<file path="config.mk">
export PLATFORM = sky130hd
export DESIGN_NAME = dfl_box_decode_top
export DESIGN_NICKNAME = d
export VERILOG_FILES = /design/src/dbd_pkg.sv /design/src/dbd_front.sv /design/src/dbd_queue.sv /design/src/dbd_back.sv /design/src/dfl_box_decode_top.sv
export SDC_FILE = /design/constraint.sdc
export NUM_CORES = 2
export LEC_CHECK = 0
export CAP_MARGIN = 20
export CORE_AREA = 2 2 411 454
export DETAILED_ROUTE_END_ITERATION = 6
export DIE_AREA = 0 0 413 456
export DONT_BUFFER_PORTS = 1
export GPL_ROUTABILITY_DRIVEN = 0
export GPL_TIMING_DRIVEN = 0
export MAX_ROUTING_LAYER = met4
export PLACE_DENSITY_LB_ADDON = 0.3
export SKIP_CTS_REPAIR_TIMING = 1
export SLEW_MARGIN = 20
export SYNTH_ARGS = -nofsm -noshare
export SYNTH_HDL_FRONTEND = slang
export SYNTH_SLANG_ARGS = --single-unit
</file>
<file path="constraint.sdc">
create_clock -name i_clk -period 23.1 [get_ports i_clk]
set_input_delay 1.155 -clock i_clk [delete_from_list [all_inputs] [get_ports i_clk]]
set_output_delay 1.155 -clock i_clk [all_outputs]
set_load 0.02 [all_outputs]
</file>
<file path="src/dbd_pkg.sv">
`default_nettype none
package dbd_pkg;

    localparam int BINS      = 16;
    localparam int SIDES     = 4;
    localparam int SCORE_IDX = SIDES * BINS;
    localparam int BIN_W     = $clog2(BINS);
    localparam int EI_W      = 7;
    localparam int LOG2E_Q16 = 94548;

    localparam int ES_W   = 32;
    localparam int WS_W   = 36;
    localparam int U_W    = 21;
    localparam int E_W    = 29;
    localparam int DIST_W = 20;
    localparam int NUM_W  = 50;
    localparam int DEN_W  = 32;
    localparam int QUO_W  = 24;
    localparam int K_W    = 5;

    localparam logic [K_W-1:0] K_DIST  = K_W'(20);
    localparam logic [K_W-1:0] K_CTR   = K_W'(24);
    localparam logic [K_W-1:0] K_SIZE  = K_W'(22);
    localparam logic [K_W-1:0] K_SCORE = K_W'(18);

    localparam int QDEPTH = 2;
    localparam int QPTR_W = 1;

    localparam logic [17:0] POW2_TAB [17] = '{
        18'd65536,  18'd68438,  18'd71468,  18'd74632,  18'd77936,  18'd81386,
        18'd84990,  18'd88752,  18'd92682,  18'd96785,  18'd101070, 18'd105545,
        18'd110218, 18'd115098, 18'd120194, 18'd125515, 18'd131072
    };

    typedef enum logic [1:0] {
        CFG_GRID0 = 2'd0,
        CFG_GRID1 = 2'd1,
        CFG_GRID2 = 2'd2
    } t_cfg_idx;

    typedef enum logic [3:0] {
        OP_DIST0, OP_DIST1, OP_DIST2, OP_DIST3,
        OP_CX, OP_CY, OP_W, OP_H, OP_SCORE
    } t_op;

    typedef enum logic [2:0] {
        S_IDLE, S_LOAD, S_RUN, S_STORE, S_DONE
    } t_bk_state;

    typedef struct packed {
        logic [SIDES-1:0][ES_W-1:0] es;
        logic [SIDES-1:0][WS_W-1:0] ws;
        logic [1:0]                 level;
        logic [7:0]                 cx;
        logic [7:0]                 cy;
        logic [E_W-1:0]             p;
        logic [E_W-1:0]             q;
    } t_anchor;

    function automatic logic [U_W-1:0] exp_arg(input logic signed [17:0] v);
        logic signed [17:0] c;
        logic [12:0]        a;
        logic [29:0]        prod;
        if (v < -18'sd4096) begin
            c = -18'sd4096;
        end else if (v > 18'sd4095) begin
            c = 18'sd4095;
        end else begin
            c = v;
        end
        a    = 13'(c + 18'sd4096);
        prod = 30'(a) * 30'(LOG2E_Q16);
        return prod[29:9];
    endfunction

    function automatic logic [E_W-1:0] exp_val(input logic [U_W-1:0] u);
        logic [4:0]  n;
        logic [4:0]  idx;
        logic [11:0] r;
        logic [17:0] t0;
        logic [17:0] t1;
        logic [24:0] d;
        logic [17:0] m;
        logic [40:0] sh;
        n   = u[20:16];
        idx = {1'b0, u[15:12]};
        r   = u[11:0];
        t0  = POW2_TAB[idx];
        t1  = POW2_TAB[idx + 5'd1];
        d   = 25'(t1 - t0) * 25'(r);
        m   = t0 + 18'(d >> 12);
        sh  = 41'(m) << n;
        return sh[40:12];
    endfunction

endpackage
`default_nettype wire

</file>
<file path="src/dbd_front.sv">
`default_nettype none
module dbd_front (
    input  wire logic                   i_clk,
    input  wire logic                   i_rst_n,
    input  wire logic                   push,
    output logic                        full,
    input  wire logic [1:0]             i_level,
    input  wire logic [7:0]             i_cell_x,
    input  wire logic [7:0]             i_cell_y,
    input  wire logic [6:0]             i_element_index,
    input  wire logic signed [15:0]     i_logit,
    output logic                        o_q_push,
    output dbd_pkg::t_anchor            o_q_data,
    input  wire logic                   i_q_full
);
    import dbd_pkg::*;

    logic              stall;
    logic              take;
    logic              is_bin;
    logic              is_score;
    logic signed [17:0] xe;
    logic signed [17:0] va;
    logic signed [17:0] vb;

    logic             r_s1_vld;
    logic             r_s1_score;
    logic [1:0]       r_s1_side;
    logic [BIN_W-1:0] r_s1_bin;
    logic [U_W-1:0]   r_s1_ua;
    logic [U_W-1:0]   r_s1_ub;
    logic [1:0]       r_s1_level;
    logic [7:0]       r_s1_cx;
    logic [7:0]       r_s1_cy;

    logic             r_s2_vld;
    logic             r_s2_score;
    logic [1:0]       r_s2_side;
    logic [BIN_W-1:0] r_s2_bin;
    logic [E_W-1:0]   r_s2_ea;
    logic [E_W-1:0]   r_s2_eb;
    logic [1:0]       r_s2_level;
    logic [7:0]       r_s2_cx;
    logic [7:0]       r_s2_cy;

    logic [SIDES-1:0][ES_W-1:0] r_es;
    logic [SIDES-1:0][WS_W-1:0] r_ws;
    logic [SIDES-1:0][ES_W-1:0] n_es;
    logic [SIDES-1:0][WS_W-1:0] n_ws;
    logic [ES_W:0]              es_add;
    logic [WS_W:0]              ws_add;

    assign stall    = r_s2_vld && r_s2_score && i_q_full;
    assign full     = stall;
    assign take     = push && !stall;
    assign is_bin   = 32'(i_element_index) < SCORE_IDX;
    assign is_score = 32'(i_element_index) == SCORE_IDX;
    assign xe       = 18'(i_logit);
    assign va       = is_bin ? (xe <<< 1) : xe;
    assign vb       = -xe;

    always_ff @(posedge i_clk) begin
        if (!i_rst_n) begin
            r_s1_vld <= 1'b0;
            r_s2_vld <= 1'b0;
            r_es     <= '0;
            r_ws     <= '0;
        end else begin
            r_es <= n_es;
            r_ws <= n_ws;
            if (!stall) begin
                r_s1_vld <= take && (is_bin || is_score);
                r_s2_vld <= r_s1_vld;
            end
        end
    end

    always_ff @(posedge i_clk) begin
        if (!stall) begin
            r_s1_score <= is_score;
            r_s1_side  <= 2'(i_element_index / BINS);
            r_s1_bin   <= BIN_W'(i_element_index % BINS);
            r_s1_ua    <= exp_arg(va);
            r_s1_ub    <= exp_arg(vb);
            r_s1_level <= i_level;
            r_s1_cx    <= i_cell_x;
            r_s1_cy    <= i_cell_y;
            r_s2_score <= r_s1_score;
            r_s2_side  <= r_s1_side;
            r_s2_bin   <= r_s1_bin;
            r_s2_ea    <= exp_val(r_s1_ua);
            r_s2_eb    <= exp_val(r_s1_ub);
            r_s2_level <= r_s1_level;
            r_s2_cx    <= r_s1_cx;
            r_s2_cy    <= r_s1_cy;
        end
    end

    always_comb begin
        n_es   = r_es;
        n_ws   = r_ws;
        es_add = (ES_W+1)'(r_es[r_s2_side]) + (ES_W+1)'(r_s2_ea);
        ws_add = (WS_W+1)'(r_ws[r_s2_side]) + (WS_W+1)'(r_s2_ea) * (WS_W+1)'(r_s2_bin);
        if (r_s2_vld && !stall) begin
            if (r_s2_score) begin
                n_es = '0;
                n_ws = '0;
            end else begin
                n_es[r_s2_side] = es_add[ES_W] ? '1 : es_add[ES_W-1:0];
                n_ws[r_s2_side] = ws_add[WS_W] ? '1 : ws_add[WS_W-1:0];
            end
        end
    end

    assign o_q_push       = r_s2_vld && r_s2_score && !i_q_full;
    assign o_q_data.es    = r_es;
    assign o_q_data.ws    = r_ws;
    assign o_q_data.level = r_s2_level;
    assign o_q_data.cx    = r_s2_cx;
    assign o_q_data.cy    = r_s2_cy;
    assign o_q_data.p     = r_s2_ea;
    assign o_q_data.q     = r_s2_eb;

endmodule
`default_nettype wire

</file>
<file path="src/dbd_queue.sv">
`default_nettype none
module dbd_queue (
    input  wire logic              i_clk,
    input  wire logic              i_rst_n,
    input  wire logic              i_push,
    input  wire dbd_pkg::t_anchor  i_data,
    output logic                   o_full,
    input  wire logic              i_pop,
    output dbd_pkg::t_anchor       o_data,
    output logic                   o_empty
);
    import dbd_pkg::*;

    t_anchor           r_mem [QDEPTH];
    logic [QPTR_W-1:0] r_wp;
    logic [QPTR_W-1:0] r_rp;
    logic [QPTR_W:0]   r_cnt;
    logic              do_push;
    logic              do_pop;

    assign o_full  = r_cnt == (QPTR_W+1)'(QDEPTH);
    assign o_empty = r_cnt == '0;
    assign do_push = i_push && !o_full;
    assign do_pop  = i_pop && !o_empty;
    assign o_data  = r_mem[r_rp];

    always_ff @(posedge i_clk) begin
        if (!i_rst_n) begin
            r_wp  <= '0;
            r_rp  <= '0;
            r_cnt <= '0;
        end else begin
            if (do_push) begin
                r_wp <= r_wp + 1'b1;
            end
            if (do_pop) begin
                r_rp <= r_rp + 1'b1;
            end
            r_cnt <= r_cnt + (QPTR_W+1)'(do_push) - (QPTR_W+1)'(do_pop);
        end
    end

    always_ff @(posedge i_clk) begin
        if (do_push) begin
            r_mem[r_wp] <= i_data;
        end
    end

    a_no_push_full: assert property (@(posedge i_clk) disable iff (!i_rst_n)
        i_push |-> !o_full)
        else $error("word pushed into full queue");
    a_cnt_range: assert property (@(posedge i_clk) disable iff (!i_rst_n)
        r_cnt <= (QPTR_W+1)'(QDEPTH))
        else $error("queue count out of range");

endmodule
`default_nettype wire

</file>
<file path="src/dbd_back.sv">
`default_nettype none
module dbd_back (
    input  wire logic              i_clk,
    input  wire logic              i_rst_n,
    input  wire dbd_pkg::t_anchor  i_q_data,
    input  wire logic              i_q_empty,
    output logic                   o_q_pop,
    input  wire logic [7:0]        i_grid0,
    input  wire logic [7:0]        i_grid1,
    input  wire logic [7:0]        i_grid2,
    output logic                   empty,
    input  wire logic              pop,
    output logic signed [15:0]     o_center_x,
    output logic signed [15:0]     o_center_y,
    output logic signed [15:0]     o_box_width,
    output logic signed [15:0]     o_box_height,
    output logic [15:0]            o_score
);
    import dbd_pkg::*;

    t_bk_state r_state;
    t_bk_state n_state;
    t_op       r_op;
    t_anchor   r_ent;

    logic [DIST_W-1:0] r_dist [SIDES];
    logic [15:0]       r_res [5];
    logic [DEN_W-1:0]  r_den;
    logic [DEN_W-1:0]  r_rem;
    logic [NUM_W-1:0]  r_num;
    logic [QUO_W-1:0]  r_quo;
    logic [3:0]        r_cnt;
    logic              r_neg;
    logic              r_out_vld;
    logic [15:0]       r_out [5];

    logic [7:0]        g;
    logic [1:0]        s;
    logic [22:0]       cterm_x;
    logic [22:0]       cterm_y;
    logic signed [24:0] csum_x;
    logic signed [24:0] csum_y;
    logic [23:0]       mag;
    logic [29:0]       psum;
    logic [NUM_W-1:0]  num;
    logic [DEN_W-1:0]  den;
    logic [K_W-1:0]    k;
    logic              neg;
    logic              skip;

    logic [DEN_W:0]    t;
    logic [DEN_W-1:0]  st_rem;
    logic [NUM_W-1:0]  st_num;
    logic [QUO_W-1:0]  st_quo;
    logic [15:0]       sat;

    logic              out_load;

    always_comb begin
        case (r_ent.level)
            2'd0:    g = i_grid0;
            2'd1:    g = i_grid1;
            default: g = i_grid2;
        endcase
        if (g == 8'd0) begin
            g = 8'd1;
        end
    end

    always_comb begin
        s       = 2'(r_op);
        cterm_x = {r_ent.cx, 1'b1, 14'b0};
        cterm_y = {r_ent.cy, 1'b1, 14'b0};
        csum_x  = $signed({2'b0, cterm_x}) + $signed({5'b0, r_dist[2]})
                - $signed({5'b0, r_dist[0]});
        csum_y  = $signed({2'b0, cterm_y}) + $signed({5'b0, r_dist[3]})
                - $signed({5'b0, r_dist[1]});
        psum    = 30'(r_ent.p) + 30'(r_ent.q);
        mag     = '0;
        num     = '0;
        den     = '0;
        k       = K_DIST;
        neg     = 1'b0;
        skip    = 1'b0;
        case (r_op)
            OP_DIST0, OP_DIST1, OP_DIST2, OP_DIST3: begin
                num  = NUM_W'({r_ent.ws[s], 14'b0});
                den  = r_ent.es[s];
                skip = r_ent.es[s] == '0;
            end
            OP_CX, OP_CY: begin
                neg = (r_op == OP_CX) ? csum_x[24] : csum_y[24];
                if (r_op == OP_CX) begin
                    mag = 24'(csum_x[24] ? -csum_x : csum_x);
                end else begin
                    mag = 24'(csum_y[24] ? -csum_y : csum_y);
                end
                num = NUM_W'(mag) + NUM_W'(g);
                den = DEN_W'({g, 1'b0});
                k   = K_CTR;
            end
            OP_W, OP_H: begin
                if (r_op == OP_W) begin
                    num = NUM_W'(r_dist[0]) + NUM_W'(r_dist[2]) + NUM_W'(g >> 1);
                end else begin
                    num = NUM_W'(r_dist[1]) + NUM_W'(r_dist[3]) + NUM_W'(g >> 1);
                end
                den = DEN_W'(g);
                k   = K_SIZE;
            end
            default: begin
                num = (NUM_W'(r_ent.p) << 16) + NUM_W'(psum >> 1);
                den = DEN_W'(psum);
                k   = K_SCORE;
            end
        endcase
    end

    always_comb begin
        st_rem = r_rem;
        st_num = r_num;
        st_quo = r_quo;
        t      = '0;
        for (int j = 0; j < 2; j++) begin
            t      = {st_rem, st_num[NUM_W-1]};
            st_num = st_num << 1;
            if (t >= {1'b0, r_den}) begin
                t      = t - {1'b0, r_den};
                st_quo = {st_quo[QUO_W-2:0], 1'b1};
            end else begin
                st_quo = {st_quo[QUO_W-2:0], 1'b0};
            end
            st_rem = t[DEN_W-1:0];
        end
    end

    always_comb begin
        if (r_op == OP_SCORE) begin
            sat = (r_quo > QUO_W'(65535)) ? 16'hFFFF : r_quo[15:0];
        end else if (r_neg) begin
            sat = (r_quo > QUO_W'(32768)) ? 16'h8000 : 16'(-r_quo);
        end else begin
            sat = (r_quo > QUO_W'(32767)) ? 16'h7FFF : r_quo[15:0];
        end
    end

    always_comb begin
        n_state = r_state;
        unique case (r_state)
            S_IDLE: begin
                if (!i_q_empty) begin
                    n_state = S_LOAD;
                end
            end
            S_LOAD: begin
                n_state = skip ? S_STORE : S_RUN;
            end
            S_RUN: begin
                if (r_cnt == 4'd1) begin
                    n_state = S_STORE;
                end
            end
            S_STORE: begin
                n_state = (r_op == OP_SCORE) ? S_DONE : S_LOAD;
            end
            S_DONE: begin
                if (!r_out_vld || pop) begin
                    n_state = S_IDLE;
                end
            end
            default: n_state = S_IDLE;
        endcase
    end

    always_comb begin
        o_q_pop  = (r_state == S_IDLE) && !i_q_empty;
        out_load = (r_state == S_DONE) && (!r_out_vld || pop);
    end

    always_ff @(posedge i_clk) begin
        if (!i_rst_n) begin
            r_state   <= S_IDLE;
            r_op      <= OP_DIST0;
            r_cnt     <= '0;
            r_out_vld <= 1'b0;
        end else begin
            r_state <= n_state;
            if (r_state == S_IDLE) begin
                r_op <= OP_DIST0;
            end else if (r_state == S_STORE && r_op != OP_SCORE) begin
                r_op <= t_op'(r_op + 4'd1);
            end
            if (r_state == S_LOAD) begin
                r_cnt <= 4'(k >> 1);
            end else if (r_state == S_RUN) begin
                r_cnt <= r_cnt - 4'd1;
            end
            if (out_load) begin
                r_out_vld <= 1'b1;
            end else if (pop) begin
                r_out_vld <= 1'b0;
            end
        end
    end

    always_ff @(posedge i_clk) begin
        if (o_q_pop) begin
            r_ent <= i_q_data;
        end
        if (r_state == S_LOAD) begin
            r_den <= den;
            r_rem <= DEN_W'(num >> k);
            r_num <= num << (6'(NUM_W) - 6'(k));
            r_quo <= '0;
            r_neg <= neg;
        end else if (r_state == S_RUN) begin
            r_rem <= st_rem;
            r_num <= st_num;
            r_quo <= st_quo;
        end
        if (r_state == S_STORE) begin
            case (r_op)
                OP_DIST0, OP_DIST1, OP_DIST2, OP_DIST3: r_dist[s] <= r_quo[DIST_W-1:0];
                OP_CX:    r_res[0] <= sat;
                OP_CY:    r_res[1] <= sat;
                OP_W:     r_res[2] <= sat;
                OP_H:     r_res[3] <= sat;
                default:  r_res[4] <= sat;
            endcase
        end
        if (out_load) begin
            r_out <= r_res;
        end
    end

    assign empty        = !r_out_vld;
    assign o_center_x   = r_out[0];
    assign o_center_y   = r_out[1];
    assign o_box_width  = r_out[2];
    assign o_box_height = r_out[3];
    assign o_score      = r_out[4];

    a_run_cnt: assert property (@(posedge i_clk) disable iff (!i_rst_n)
        r_state == S_RUN |-> r_cnt != 4'd0)
        else $error("divider running with no steps left");
    a_load_out: assert property (@(posedge i_clk) disable iff (!i_rst_n)
        out_load |=> r_out_vld)
        else $error("result word lost");
    a_last_op: assert property (@(posedge i_clk) disable iff (!i_rst_n)
        (r_state == S_STORE && r_op == OP_SCORE) |=> r_state == S_DONE)
        else $error("sequence did not finish after score");

endmodule
`default_nettype wire

</file>
<file path="src/dfl_box_decode_top.sv">
// Box decoder: one anchor cell closes with each score word (index 64).
// Input channel: push/full. Each word carries level, cell position, element
// index and one Q8.8 logit. Indices 0..63 are distribution bins (left, top,
// right, bottom, 16 each); index 64 is the score logit and closes the anchor.
// Indices above 64 are dropped. The front end takes one word per cycle
// while full is low and forms table exponentials in a pipeline that accumulates
// per-side sums; full rises only while the anchor queue (two entries) is full.
// Result channel: empty/pop. One result word per anchor: normalized center,
// size (Q2.14, saturating) and sigmoid score (Q0.16). A single shared
// radix-4 divider works through nine divisions per anchor, and the back
// end finishes one anchor's result word before it takes the next anchor
// from the queue.
// Configuration: i_cfg_we/i_cfg_idx/i_cfg_data write the grid side of each
// level (indices 0..2); write only while idle.
// Reset (synchronous, active low) clears the sums, the queue, the result
// valid flag and restores grid sides 160, 80, 40. While pop stays low the
// result word holds; the back end then waits and the queue fills.
`default_nettype none
module dfl_box_decode_top (
    input  wire logic               i_clk,
    input  wire logic               i_rst_n,
    input  wire logic               push,
    output logic                    full,
    input  wire logic [1:0]         i_level,
    input  wire logic [7:0]         i_cell_x,
    input  wire logic [7:0]         i_cell_y,
    input  wire logic [6:0]         i_element_index,
    input  wire logic signed [15:0] i_logit,
    output logic                    empty,
    input  wire logic               pop,
    output logic signed [15:0]      o_center_x,
    output logic signed [15:0]      o_center_y,
    output logic signed [15:0]      o_box_width,
    output logic signed [15:0]      o_box_height,
    output logic [15:0]             o_score,
    input  wire logic               i_cfg_we,
    input  wire logic [1:0]         i_cfg_idx,
    input  wire logic [7:0]         i_cfg_data
);
    import dbd_pkg::*;

    logic [7:0] r_grid0;
    logic [7:0] r_grid1;
    logic [7:0] r_grid2;

    logic    q_push;
    logic    q_full;
    logic    q_pop;
    logic    q_empty;
    t_anchor q_wdata;
    t_anchor q_rdata;

    always_ff @(posedge i_clk) begin
        if (!i_rst_n) begin
            r_grid0 <= 8'd160;
            r_grid1 <= 8'd80;
            r_grid2 <= 8'd40;
        end else if (i_cfg_we) begin
            case (i_cfg_idx)
                CFG_GRID0: r_grid0 <= i_cfg_data;
                CFG_GRID1: r_grid1 <= i_cfg_data;
                CFG_GRID2: r_grid2 <= i_cfg_data;
                default: ;
            endcase
        end
    end

    dbd_front u_front (
        .i_clk           (i_clk),
        .i_rst_n         (i_rst_n),
        .push            (push),
        .full            (full),
        .i_level         (i_level),
        .i_cell_x        (i_cell_x),
        .i_cell_y        (i_cell_y),
        .i_element_index (i_element_index),
        .i_logit         (i_logit),
        .o_q_push        (q_push),
        .o_q_data        (q_wdata),
        .i_q_full        (q_full)
    );

    dbd_queue u_queue (
        .i_clk   (i_clk),
        .i_rst_n (i_rst_n),
        .i_push  (q_push),
        .i_data  (q_wdata),
        .o_full  (q_full),
        .i_pop   (q_pop),
        .o_data  (q_rdata),
        .o_empty (q_empty)
    );

    dbd_back u_back (
        .i_clk        (i_clk),
        .i_rst_n      (i_rst_n),
        .i_q_data     (q_rdata),
        .i_q_empty    (q_empty),
        .o_q_pop      (q_pop),
        .i_grid0      (r_grid0),
        .i_grid1      (r_grid1),
        .i_grid2      (r_grid2),
        .empty        (empty),
        .pop          (pop),
        .o_center_x   (o_center_x),
        .o_center_y   (o_center_y),
        .o_box_width  (o_box_width),
        .o_box_height (o_box_height),
        .o_score      (o_score)
    );

endmodule
`default_nettype wire

</file>
* Word level (Yosys, flattened, before mapping) *
Memory sizes are Yosys's and may differ from the RTL's. A register that Yosys moved wholly into a read port is not among the register bits.
Cells that the tools add are included.

operators by class
  $add $sub $neg = 34
  $mul = 5
  divide/modulo/power cells = 0
  order comparisons = 17
  equality and inequality tests = 22
  shift operators = 4
  muxes and demuxes = 73
  bitwise operators = 6
  reduce and logical (&&, ||, !) cells = 41

operators with widths
  cell                                                 number
  2-to-1 mux 32 bit                                    8
  2-to-1 mux 50 bit                                    3
  one-hot mux 50 bit (3 select lines)                  1
  binary-select mux 36 bit (select 2 bit)              2
  bitwise mux 144 bit                                  1
  2-to-1 mux 144 bit                                   1
  2-to-1 mux 18 bit                                    8
  2-to-1 mux 36 bit                                    4
  binary-select mux 32 bit (select 2 bit)              2
  bitwise mux 128 bit                                  1
  2-to-1 mux 128 bit                                   1
  adder 50 x 7 -> 50 bit                               2
  2-to-1 mux 16 bit                                    6
  2-to-1 mux 24 bit                                    4
  one-hot mux 32 bit (3 select lines)                  1
  << shifter 18 x 5 -> 41 bit                          2
  2-to-1 mux 13 bit                                    6
  demux 36 bit (select 2 bit)                          1
  greater-or-equal comparator 33 x 32 -> 1 bit         2
  demux 32 bit (select 2 bit)                          1
  subtractor 32 bit                                    2
  multiplier 13 x 15 -> 28 bit, second input constant  2
  multiplier 25 x 12 -> 25 bit                         2
  << shifter 50 x 6 -> 50 bit                          1
  other kinds (70)                                     138

word-level totals
  flip-flop bits (word level) = 763
  bits in latches = 0
  memory bits (writable) = 776
  memory bits (read-only) = 2304
  bits of input ports = 56
  output and inout port bits = 82
  logic and storage cells = 259
  memories = 6

memory list
  name             words  width  rd ports  clocked after memory_dff  write ports  line             source
  u_queue.r_mem    2      348    1         1                         1            dbd_queue.sv:14  t_anchor r_mem [QDEPTH];
  (no name shown)  32     18     1         0                         0            dbd_pkg.sv:88    t0 = POW2_TAB[idx];
  (no name shown)  32     18     1         0                         0            dbd_pkg.sv:89    t1 = POW2_TAB[idx + 5'd1];
  (no name shown)  32     18     1         0                         0            dbd_pkg.sv:88
  (no name shown)  32     18     1         0                         0            dbd_pkg.sv:89
  u_back.r_dist    4      20     4         0                         1            dbd_back.sv:26   logic [DIST_W-1:0] r_dist [SIDES];

* Logic depth before layout (Yosys ltp) *
An unclocked memory read counts as a cell.

  word-level depth = 11
  mapped depth = 54
  gate-level depth less buffers = 52

* Cells and area by module *
Synthesis repeated with hierarchy kept, for this count alone.

unflattened totals
  cells, all modules = 10232
  area, all modules = 118129.5 sq um

by module, submodules not included
  module              times used  cells an instance  area each (sq um)  seq. area each (sq um)
  dbd_front           1           5321               47702.0            9989.6
  dbd_back            1           3707               42783.5            21830.9
  dbd_queue           1           1110               26700.6            21000.1
  dfl_box_decode_top  1           94                 943.4              480.5

* Least setup slack after synthesis *
Ideal clock, no wire load.

  path type = flip-flop to flip-flop
  start point = register u_back.r_state[0]
  end point = register u_queue.r_cnt[0]
  setup time = 115 ps
  arrival time = 17652 ps
  required time = 22985 ps
  slack = 5333 ps
  cell stages (with the launch flop) = 8
  buffers on the path = 1
  period minus slack after synthesis = 17767 ps
  cells stage by stage = dfxtp_1 clkbuf_1 or3_1 nor2_1 ha_1 inv_1 ha_1 and2_1

between the ends
  word-level cells in the longest chain between the ends = 4

RTL lines
  item                       line                      source
  from (decl)                dbd_back.sv:21            t_bk_state r_state;
  from (signal assigned)     dbd_back.sv:187           r_state <= n_state;
  zero test 3 bit            dbd_back.sv:176           o_q_pop = (r_state == S_IDLE) && !i_q_empty;
  logical AND 1 bit          dbd_back.sv:176
  via q_pop                  dfl_box_decode_top.sv:48  logic q_pop;
  logical AND 1 bit          dbd_queue.sv:24           assign do_pop = i_pop && !o_empty;
  subtractor 2 x 1 -> 2 bit  dbd_queue.sv:39           r_cnt <= r_cnt + (QPTR_W+1)'(do_push) - (QPTR_W+1)'(do_pop);
  to (signal assigned)       dbd_queue.sv:39
  to (decl)                  dbd_queue.sv:17           logic [QPTR_W:0] r_cnt;

The timed path passes the listed nets, and every way through them passes these cells.
A chain may end at the register's enable or synchronous reset.

* Final worst setup path *
  start point = register u_front.r_s1_ub[13]
  end point = register u_front.r_s2_eb[4], data pin

between the ends
  word-level cells in the longest chain between the ends = 9
  elaborated cells between the ends (all ways) = 13
  those cells by class = add/sub (3); mul (1); shift (1); mux (4); bitwise (2); memory (2)

RTL lines
  item                                                   line             source
  from (decl)                                            dbd_front.sv:31  logic [U_W-1:0] r_s1_ub;
  from (signal assigned)                                 dbd_front.sv:84  r_s1_ub <= exp_arg(vb);
  adder 4 x 1 -> 5 bit                                   dbd_pkg.sv:89
  inverter 5 -> 6 bit (implied by the code)              dbd_pkg.sv:89
  memory (32 x 18 bit)                                   n/a
  2-to-1 mux 18 bit (implied by the code) (2 in series)  dbd_pkg.sv:89
  subtractor 18 x 18 -> 19 bit                           dbd_pkg.sv:90    d = 25'(t1 - t0) * 25'(r);
  multiplier 25 x 12 -> 25 bit                           dbd_pkg.sv:90
  adder 18 x 13 -> 18 bit (*)                            dbd_pkg.sv:91    m = t0 + 18'(d >> 12);
  << shifter 18 x 5 -> 41 bit (*)                        dbd_pkg.sv:92    sh = 41'(m) << n;
  to (signal assigned)                                   dbd_front.sv:92  r_s2_eb <= exp_val(r_s1_ub);
  to (decl)                                              dbd_front.sv:41  logic [E_W-1:0] r_s2_eb;

Every way passes the cells marked *; elsewhere a longest branch is shown, timed or not. The select of a mux whose other input is x is not followed.

==> results.yml <==
worst_setup_path:
  slowest_stage: "nor4b_1"
  max_stage_delay_ns: 0.65
  worstRegToRegCells: 47
  rr_endpoint: "u_front.r_s2_eb[4]$_DFFE_PN_"
  worstSetupPathType: "register to register"
  crit_path_start_kind: "register"
  crit_path_end_kind: "register"
  cp_common_cell: "o21ai_0"
  path_max_fanout: 10
  arrival_ns: 14.53
  timing.rr.start: "u_front.r_s1_ub[13]$_DFFE_PN_"
  critPathTopFamily: "adder cells"
  crit_required_ns: 23.68
  rrSetupSlack_ns: 9.15
  path_buf_inv: 6
global_routing:
  grt_remaining_overflow: 0
  antenna_found_initial: 15
  grt_max_degree: 55
  grt_pass1_wl_um: 481000
  grt_pass1_vias: 81549
  grt.total_usage: 0.345
hold_path:
  hold_start: "i_cell_x[4]"
  min_path_type: "input port to register"
  min_to: "u_front.r_s1_cx[4]$_DFFE_PN_"
  holdPathStages: 0
floorplan:
  initial_core_util: 0.619
  die-area_mm2: 0.188
  die_h_um: 456
  core_area_mm2: 0.183
  io_pins: 138
  fp-row-count: 165
  die_w_um: 413
sta:
  slew_viol_final: 0
  period_needed_ns: 13.95
  max_freq_ghz: 0.0717
  worst_clock_skew_ns: 0.0583
  setup_violations: 0
  worst_slew_pin_slew_ns: 1.24
  period_share: 0.604
  max_slew_margin: 0.170
  rsz0062_at_grt: "no"
  finalHoldViolations: 0
route:
  drc: 6
  drt_wl_total_um: 316000
  drt_pass1_iterations: 7
  viasPerCell: 6.37
  routedWlPerCell_um: 25.0
  vias: 80649
  route.antenna.remaining_nets: 0
  drtIter0Drc: 9662
flow_run:
  cap_viol_max_count: 0
synth:
  synth-seq-cells: 1887
  synth_warnings: 0
  synth_flop_cell: "edfxtp_1"
  synth_area_mm2: 0.114
  synthCells: 9814
  syn-mean-instance-area_um2: 11.6
  ys_seq_area_frac: 0.469
  synth_edf_count: 1549
  async_flop_share: 0
  ys_types: 112
clock_tree:
  htreeDepth: 4
  clk_pin_slew_worst_paths_ns: 0.07
  clock_latency_ns: 0.89
  cts_buffer_depth: 3
  cts_sinks: 1887
  clockRootBuffer: "clkbuf_16"
  cts_tree: "built"
  numCtsBuffers: 179
status:
  failed_checks: "design-rule violations"
  status: "finished, violations left"
placed_design:
  dpl.hpwl_um: 234000
  numPortBuffers: 0
finish:
  syn2layout_area_growth_pct: 9.45
  fin_util: 0.678
  final_cell_mix: "1,549 x edfxtp_1, 947 x inv_1, 898 x nand2_1, 660 x ha_1, 559 x nor2_1"
  drive_above_1_share: 0.0994
  layout.nets: 11317
  final_common_cell: "edfxtp_1"
[sequential cells by signal (all words and copies together) (netlist names), 16 cells and up]
signal,flops
u_queue.r_mem,696
u_back.r_ent,332
u_front.o_q_data,272
u_back.r_dist,80
u_back.r_res,80
u_back.r_num,50
u_back.r_den,32
u_back.r_rem,32
u_front.r_s2_ea,29
u_front.r_s2_eb,29
u_back.r_quo,24
u_front.r_s1_ua,21
u_front.r_s1_ub,21
u_back.o_box_height,16
u_back.o_box_width,16
u_back.o_center_x,16
u_back.o_center_y,16
u_back.o_score,16
[per-layer routing]
layer / vias up / share of wire / global-route usage
met5: - / 0 / -
met3: 1326 / 0.10 / 0.0770
li1: 35414 / - / -
met1: 39206 / 0.36 / 0.410
met2: 4703 / 0.46 / 0.535
met4: 0 / 0.076 / 0.212
[cell usage after synthesis, types with 22 or more instances]
| cell | n | area share |
|---|---|---|
| nand3_1 | 145 | 0.0064 |
| mux4_2 | 143 | 0.028 |
| nor4_1 | 39 | 0.0021 |
| xnor2_1 | 280 | 0.022 |
| a22o_1 | 155 | 0.012 |
| a21boi_0 | 25 | 0.0017 |
| o211ai_1 | 35 | 0.0023 |
| o21a_1 | 75 | 0.0050 |
| mux2i_1 | 152 | 0.013 |
| a21oi_1 | 460 | 0.020 |
| dfxtp_1 | 338 | 0.060 |
| fa_1 | 544 | 0.096 |
| buf_1 | 38 | 0.0013 |
| nand2_1 | 898 | 0.030 |
| or2_2 | 27 | 0.0015 |
| a221oi_1 | 22 | 0.0017 |
| o21ai_0 | 492 | 0.022 |
| nor3_1 | 182 | 0.0080 |
| inv_1 | 948 | 0.031 |
| nand4_1 | 41 | 0.0023 |
| ha_1 | 660 | 0.073 |
| nor2b_1 | 87 | 0.0048 |
| and3_1 | 54 | 0.0030 |
| xor2_1 | 125 | 0.0096 |
| o21bai_1 | 34 | 0.0022 |
| a21o_1 | 108 | 0.0071 |
| a31oi_1 | 38 | 0.0021 |
| nor2_1 | 569 | 0.019 |
| mux2_2 | 383 | 0.038 |
| and2_1 | 216 | 0.012 |
| or3_1 | 62 | 0.0034 |
| a211oi_1 | 51 | 0.0034 |
| o22ai_1 | 23 | 0.0013 |
| nand2b_1 | 80 | 0.0044 |
| clkbuf_1 | 349 | 0.012 |
| edfxtp_1 | 1549 | 0.41 |
| o31ai_1 | 30 | 0.0020 |
[per-stage QoR]
stage	worst slack [ns]	hold WS (ns)	TNS [ns]	instances	area (um2)
after floorplan	5.33	0.400	0	9815	114000
after global placement	-2.95	0.401	-1416.32	12236	117000
after detailed placement	9.41	0.405	0	12295	118000
after CTS	9.37	0.347	0	12635	124000
after global routing	8.18	0.358	0	12650	124000
final	9.15	0.386	0	12654	124000
[how the worst max path moves through the flow]
| stage | start | end | cells past startpoint |
|---|---|---|---|
| CTS | u_front.r_s1_ub[13]$_DFFE_PN_ | u_front.r_s2_eb[4]$_DFFE_PN_ | 48 |
| floorplan | u_back.r_state[0]$_SDFFE_PN0P_ | u_queue.r_cnt[0]$_SDFF_PN0_ | 7 |
| detailed placement | u_front.r_s1_ub[13]$_DFFE_PN_ | u_front.r_s2_eb[4]$_DFFE_PN_ | 48 |
| finish | u_front.r_s1_ub[13]$_DFFE_PN_ | u_front.r_s2_eb[4]$_DFFE_PN_ | 47 |
| global placement | u_back.r_state[0]$_SDFFE_PN0P_ | u_queue.r_cnt[0]$_SDFF_PN0_ | 7 |
| global route | u_front.r_s1_ub[13]$_DFFE_PN_ | u_front.r_s2_eb[4]$_DFFE_PN_ | 49 |
[cell families (layout without fill, tap and decap cells)]
group | Yosys count | count (layout) | share of synthesized area
simple gates | 2493 | 2493 | 0.103
flops | 1887 | 1887 | 0.469
compound gates | 1782 | 1782 | 0.101
buf+inv | 1361 | 1762 | 0.0457
fa+ha+maj | 1204 | 1204 | 0.169
mux | 679 | 679 | 0.0799
xor+xnor | 407 | 407 | 0.0316
other cells | 1 | 19 | 0.0000330
[layout make-up]
class | instances | area (um2)
diodes | 17 | 42.5
well taps | 2421 | 3030
fillers | 12898 | 59100
plain buffers | 405 | 1620
inverters | 956 | 3590
multi-input cells | 6567 | 55100
clock inverters | 112 | 1340
flip-flops and latches | 1887 | 53300
repair buffers | 61 | 1250
clock buffers | 228 | 4950
Power is not shown: default switching activity piles up to over one toggle a cycle in this logic, so the estimate is an artifact.
